$ cat config.mk
export PLATFORM = sky130hd
export DESIGN_NAME = csim_front_flat
export DESIGN_NICKNAME = d
export VERILOG_FILES = /design/src/hdl/csim_pkg.sv /design/src/hdl/csim_if.sv /design/src/hdl/csim_front.sv /design/src/flat_wrapper.sv
export SDC_FILE = /design/constraint.sdc
export NUM_CORES = 2
export LEC_CHECK = 0
export BUFFER_PORTS_ARGS = -buffer_cell sky130_fd_sc_hd__buf_2
export CAP_MARGIN = 15
export CELL_PAD_IN_SITES_DETAIL_PLACEMENT = 0
export CELL_PAD_IN_SITES_GLOBAL_PLACEMENT = 1
export CORE_MARGIN = 5
export CORE_UTILIZATION = 54
export DETAILED_ROUTE_END_ITERATION = 8
export GPL_TIMING_DRIVEN = 0
export PLACE_DENSITY_LB_ADDON = 0.12
export RECOVER_POWER = 100
export SLEW_MARGIN = 20
export SYNTH_ARGS = -nofsm -noshare
export SYNTH_HDL_FRONTEND = slang
export SYNTH_SLANG_ARGS = --single-unit
$ cat constraint.sdc
create_clock -name clk -period 10.5 [get_ports clk]
set_input_delay 0 -clock clk [delete_from_list [all_inputs] [get_ports clk]]
set_output_delay 0 -clock clk [all_outputs]
set_load 0.005 [all_outputs]
$ cat src/hdl/csim_pkg.sv
// csim_pkg: shared types and constants for the cosine similarity stream block
// depends on nothing
`timescale 1ns / 1ps
package csim_pkg;

  localparam int ACC_W     = 48;
  localparam int PROD_W    = 2 * ACC_W;
  localparam int WIDE_W    = 128;
  localparam int K_W       = 15;
  localparam int FIFO_DEPTH = 4;
  localparam int FIFO_AW   = 2;
  localparam logic [ACC_W-1:0] ACC_MAX = {1'b0, {(ACC_W-1){1'b1}}};
  localparam logic [ACC_W-1:0] ACC_MIN = {1'b1, {(ACC_W-1){1'b0}}};
  localparam logic [K_W-1:0]   ONE_Q14 = K_W'(16384);

  typedef struct packed {
    logic signed [15:0] elem_a;
    logic signed [15:0] elem_b;
    logic               last_elem;
  } pair_t;

  typedef struct packed {
    logic signed [15:0] similarity;
    logic               zero_norm;
  } result_t;

  // accumulated sums of one finished vector pair
  typedef struct packed {
    logic signed [ACC_W-1:0] dot;
    logic [ACC_W-1:0]        sum_a;
    logic [ACC_W-1:0]        sum_b;
  } acc_t;

endpackage

$ cat src/hdl/csim_if.sv
// csim_if: valid/ready channels for element pairs and results
// depends on csim_pkg
`timescale 1ns / 1ps
interface csim_pair_if;
  logic             valid;
  logic             ready;
  csim_pkg::pair_t  data;
  modport source (output valid, output data, input ready);
  modport sink (input valid, input data, output ready);
endinterface


$ cat src/hdl/csim_front.sv
// csim_front: registered products, saturating accumulators, one pair per ready cycle
// depends on csim_pkg, csim_if
`timescale 1ns / 1ps
module csim_front (
  input  logic              clk,
  input  logic              rst,
  csim_pair_if.sink         in_ch,
  input  logic              space_ok,
  output logic              push,
  output csim_pkg::acc_t    push_data
);
  import csim_pkg::*;

  logic                    s1_valid;
  logic                    s1_last;
  logic signed [31:0]      s1_dot;
  logic [30:0]             s1_sqa;
  logic [30:0]             s1_sqb;
  logic signed [ACC_W-1:0] dot_acc;
  logic [ACC_W-1:0]        sum_a;
  logic [ACC_W-1:0]        sum_b;
  logic signed [ACC_W:0]   dot_sum;
  logic [ACC_W:0]          sa_sum;
  logic [ACC_W:0]          sb_sum;
  logic signed [ACC_W-1:0] dot_next;
  logic [ACC_W-1:0]        sa_next;
  logic [ACC_W-1:0]        sb_next;
  logic                    accept;

  assign in_ch.ready = space_ok;
  assign accept = in_ch.valid && in_ch.ready;

  always_ff @(posedge clk) begin
    if (rst) begin
      s1_valid <= 1'b0;
    end else begin
      s1_valid <= accept;
    end
  end

  always_ff @(posedge clk) begin
    if (accept) begin
      s1_last <= in_ch.data.last_elem;
      s1_dot  <= 32'(in_ch.data.elem_a) * 32'(in_ch.data.elem_b);
      s1_sqa  <= 31'(unsigned'(32'(in_ch.data.elem_a) * 32'(in_ch.data.elem_a)));
      s1_sqb  <= 31'(unsigned'(32'(in_ch.data.elem_b) * 32'(in_ch.data.elem_b)));
    end
  end

  always_comb begin
    dot_sum = {dot_acc[ACC_W-1], dot_acc} + (ACC_W+1)'(s1_dot);
    sa_sum  = {1'b0, sum_a} + (ACC_W+1)'(s1_sqa);
    sb_sum  = {1'b0, sum_b} + (ACC_W+1)'(s1_sqb);
    priority if (dot_sum > signed'({1'b0, ACC_MAX})) begin
      dot_next = signed'(ACC_MAX);
    end else if (dot_sum < signed'({1'b1, ACC_MIN})) begin
      dot_next = signed'(ACC_MIN);
    end else begin
      dot_next = dot_sum[ACC_W-1:0];
    end
    sa_next = (sa_sum > {1'b0, ACC_MAX}) ? ACC_MAX : sa_sum[ACC_W-1:0];
    sb_next = (sb_sum > {1'b0, ACC_MAX}) ? ACC_MAX : sb_sum[ACC_W-1:0];
  end

  assign push = s1_valid && s1_last;
  assign push_data = '{dot: dot_next, sum_a: sa_next, sum_b: sb_next};

  always_ff @(posedge clk) begin
    if (rst) begin
      dot_acc <= '0;
      sum_a   <= '0;
      sum_b   <= '0;
    end else if (s1_valid) begin
      if (s1_last) begin
        dot_acc <= '0;
        sum_a   <= '0;
        sum_b   <= '0;
      end else begin
        dot_acc <= dot_next;
        sum_a   <= sa_next;
        sum_b   <= sb_next;
      end
    end
  end
endmodule

$ cat src/flat_wrapper.sv
// flat-port wrapper written by rule: the top's interface ports become plain ports
module csim_front_flat import csim_pkg::*;
  (clk, rst, space_ok, push, push_data, in_ch_valid, in_ch_data, in_ch_ready);
  csim_pair_if in_ch_i ();
  input  logic clk;
  input  logic rst;
  input  logic space_ok;
  output logic push;
  output csim_pkg::acc_t push_data;
  input wire logic [$bits(in_ch_i.valid)-1:0] in_ch_valid;
  input wire logic [$bits(in_ch_i.data)-1:0] in_ch_data;
  output wire logic [$bits(in_ch_i.ready)-1:0] in_ch_ready;
  assign in_ch_i.valid = in_ch_valid;
  assign in_ch_i.data = in_ch_data;
  assign in_ch_ready = in_ch_i.ready;
  csim_front u_core (.clk(clk), .rst(rst), .in_ch(in_ch_i), .space_ok(space_ok), .push(push), .push_data(push_data));
endmodule
==> impl_metrics.ini <==
[grt]
use_met2 = 0.466
grt_pass1_vias = 34463
grt_use_total = 0.293
antenna_found_initial = 4
grt_max_degree = 56
grtUsageMet1 = 0.412
grt_overflow = 0
gr-usage-met3 = 0.0514
grt_pass1_wl_um = 195000
grt_busiest_layer = met2

[run]
max_cap_violations = 2

[worst_setup_path]
required_ns = 10.71
worstSetupPathType = in -> reg
cp_max_fo = 10
end_kind = register
start_kind = input port
crit_arrival_ns = 8.71

[sta]
fin_crit_sh = 0.809
clock.fmax_mhz = 118
grt_setup_unrepaired = no
finalHoldViolCount = 0
fin_crit_ns = 8.50
clock_skew_ns = 0.0300
slew_viol_final = 97
layout_setup_ws_ns = 2.00
maxSlewHeadroom = -1.03
setup_tns_ns = 0
finalSetupViolCount = 0
worst_slew_pin_slew_ns = 3.04

[clocking]
cts_setup_buffers = 0
cts-resized-gates = 0
htreeDepth = 1
clock_latency_ns = 0.60
holdBufCountCts = 4
cts_buffers = 30
cts_tree = yes
clockRootBuffer = clkbuf_16
clkTransAtPathRegs_ns = 0.06
cts_buffer_depth = 3
cts_sinks = 238

[synth]
seq_area_frac_synth = 0.135
async_reset_ff_frac = 0
synth_top_flop_cell = dfxtp_1
synthCells = 4767
synth_edf_count = 93
ys.warnings.count = 0
synthDistinctLibCells = 86
netlist_area_um2 = 42300
synth_area_leader_cell = fa_1
netlist_top_cells_area = fa_1, ha_1, inv_1
syn_avg_cell_area_um2 = 8.87
ys_ff_latch = 238
synth_top_area_frac = 0.343

[layout]
fin_cells = 6045
final_cell_mix = inv_1, fa_1, nand2_1
area_delta_synth_final_pct = 7.23
nets = 6095
final_common_cell = inv_1
layout-drive-gt1-share = 0.0368

[routing]
vias = 33673
drtAntennaViolNets = 0
drc = 0
first_iter_violations = 2548
avgViaCountPerCell = 5.57
drt_wl_total_um = 124000
first_pass_iters = 5
wl_per_cell_um = 20.5

[outcome]
status = finished, violations left
violations = capacitance limit, slew limit

[placed_design]
placedCellCount = 5981
portBuffers = 172
hpwlAfterDp_um = 102000
preCtsSetupSlack_ns = 1.63
place.gp.congestion = 0.962

[floorplanning]
die_area_um2 = 84000
rows = 102
core_um2 = 77600
floorplan.initialDensity = 0.545
ios = 183
die_width_um = 290
dieHeight_um = 290

[min_path]
hold_path_class = in -> reg
[final cells by class]
cell class,count,area [um2]
fill,7354,32300
buffer,195,757
sequential,238,5700
multi-input combinational,3330,32000
clock inverter,24,259
inverter,1005,3770
clock buffer,32,768
timing repair buffer,177,787
tap,1040,1300
antenna,4,10.0
[worst paths after layout]
kind	start	end	slack, ns	cells after the start
hold reg to reg	u_core.dot_acc[7]$_SDFFE_PP0P_	u_core.dot_acc[7]$_SDFFE_PP0P_	0.46	2
setup / recovery	in_ch_data[25]	u_core.s1_dot[31]$_DFFE_PP_	2.00	26
setup reg to reg	u_core.s1_sqb[2]$_DFFE_PP_	u_core.sum_b[12]$_SDFFE_PP0P_	5.34	13
hold / removal	in_ch_data[2]	u_core.s1_sqb[2]$_DFFE_PP_	0.23	2
[cells by family after synthesis]
kind of cell / after synthesis / share of synthesized area
buffers and inverters: 1200 / 0.108
AND/OR/NAND/NOR: 1143 / 0.124
adder cells (fa/ha/maj): 1104 / 0.454
AO/OA/AOI/OAI: 852 / 0.132
flip-flops: 238 / 0.135
XOR/XNOR: 226 / 0.0468
multiplexers: 3 / 0.000769
other: 1 / 0.0000887
[cells in the mapped netlist (all sizes together) (13+ instances only)]
| cell | instances |
|---|---|
| nor2 | 218 |
| nor2b | 16 |
| nand2b | 30 |
| edfxtp | 93 |
| a31oi | 25 |
| buf | 33 |
| nand3 | 57 |
| and3 | 31 |
| o2bb2ai | 13 |
| a22o | 71 |
| a21oi | 241 |
| maj3 | 23 |
| inv | 1002 |
| ha | 357 |
| o21bai | 21 |
| o21ai | 195 |
| o21a | 30 |
| nor3 | 28 |
| fa | 724 |
| nand2 | 520 |
| a211oi | 25 |
| or2 | 20 |
| nand4 | 23 |
| and2 | 168 |
| xnor2 | 159 |
| dfxtp | 145 |
| xor2 | 67 |
| clkbuf | 162 |
| a21o | 111 |
| o211ai | 15 |
[state kept, by name, indices dropped and copies added (netlist names)]
register         flops
u_core.s1_dot       32
u_core.sum_b        48
u_core.sum_a        48
u_core.s1_sqb       30
u_core.dot_acc      48
u_core.s1_last       1
u_core.s1_valid      1
u_core.s1_sqa       30
[through the flow]
stage	hold slack, ns	util	cell area (um2)
finish	0.232	0.584	45300
global route	0.203	0.584	45300
CTS	0.0579	0.587	45600
detailed placement	0.228	0.573	44500
global placement	0.229	0.573	44500
floorplan	0.0691	-	42300
[per-layer routing]
layer  vias to the layer above  routed length [um]  part of all wire
met5                         -                  13           0.00011
met4                         2                4790             0.039
met3                       227               10000             0.081
met2                      1201               55700              0.45
met1                     16715               53200              0.43
li1                      15528                   -                 -
[critical path: stages]
cell	delay [ns]
clkbuf_1	0.33
clkbuf_1	0.63
clkbuf_1	0.68
nand2_1	0.15
fa_1	0.50
fa_1	0.55
inv_1	0.05
fa_1	0.51
inv_1	0.06
fa_1	0.52
inv_1	0.05
fa_1	0.48
inv_1	0.05
fa_1	0.47
inv_1	0.04
ha_1	0.38
nand4_1	0.16
a211oi_1	0.23
o21ai_0	0.21
a211oi_1	0.38
o31a_1	0.24
o21ai_0	0.14
a311oi_1	0.55
nand4_1	0.19
and4_1	0.21
a311oi_1	0.93
Power is not shown: default switching activity piles up to over one toggle a cycle in this logic, so the estimate is an artifact.
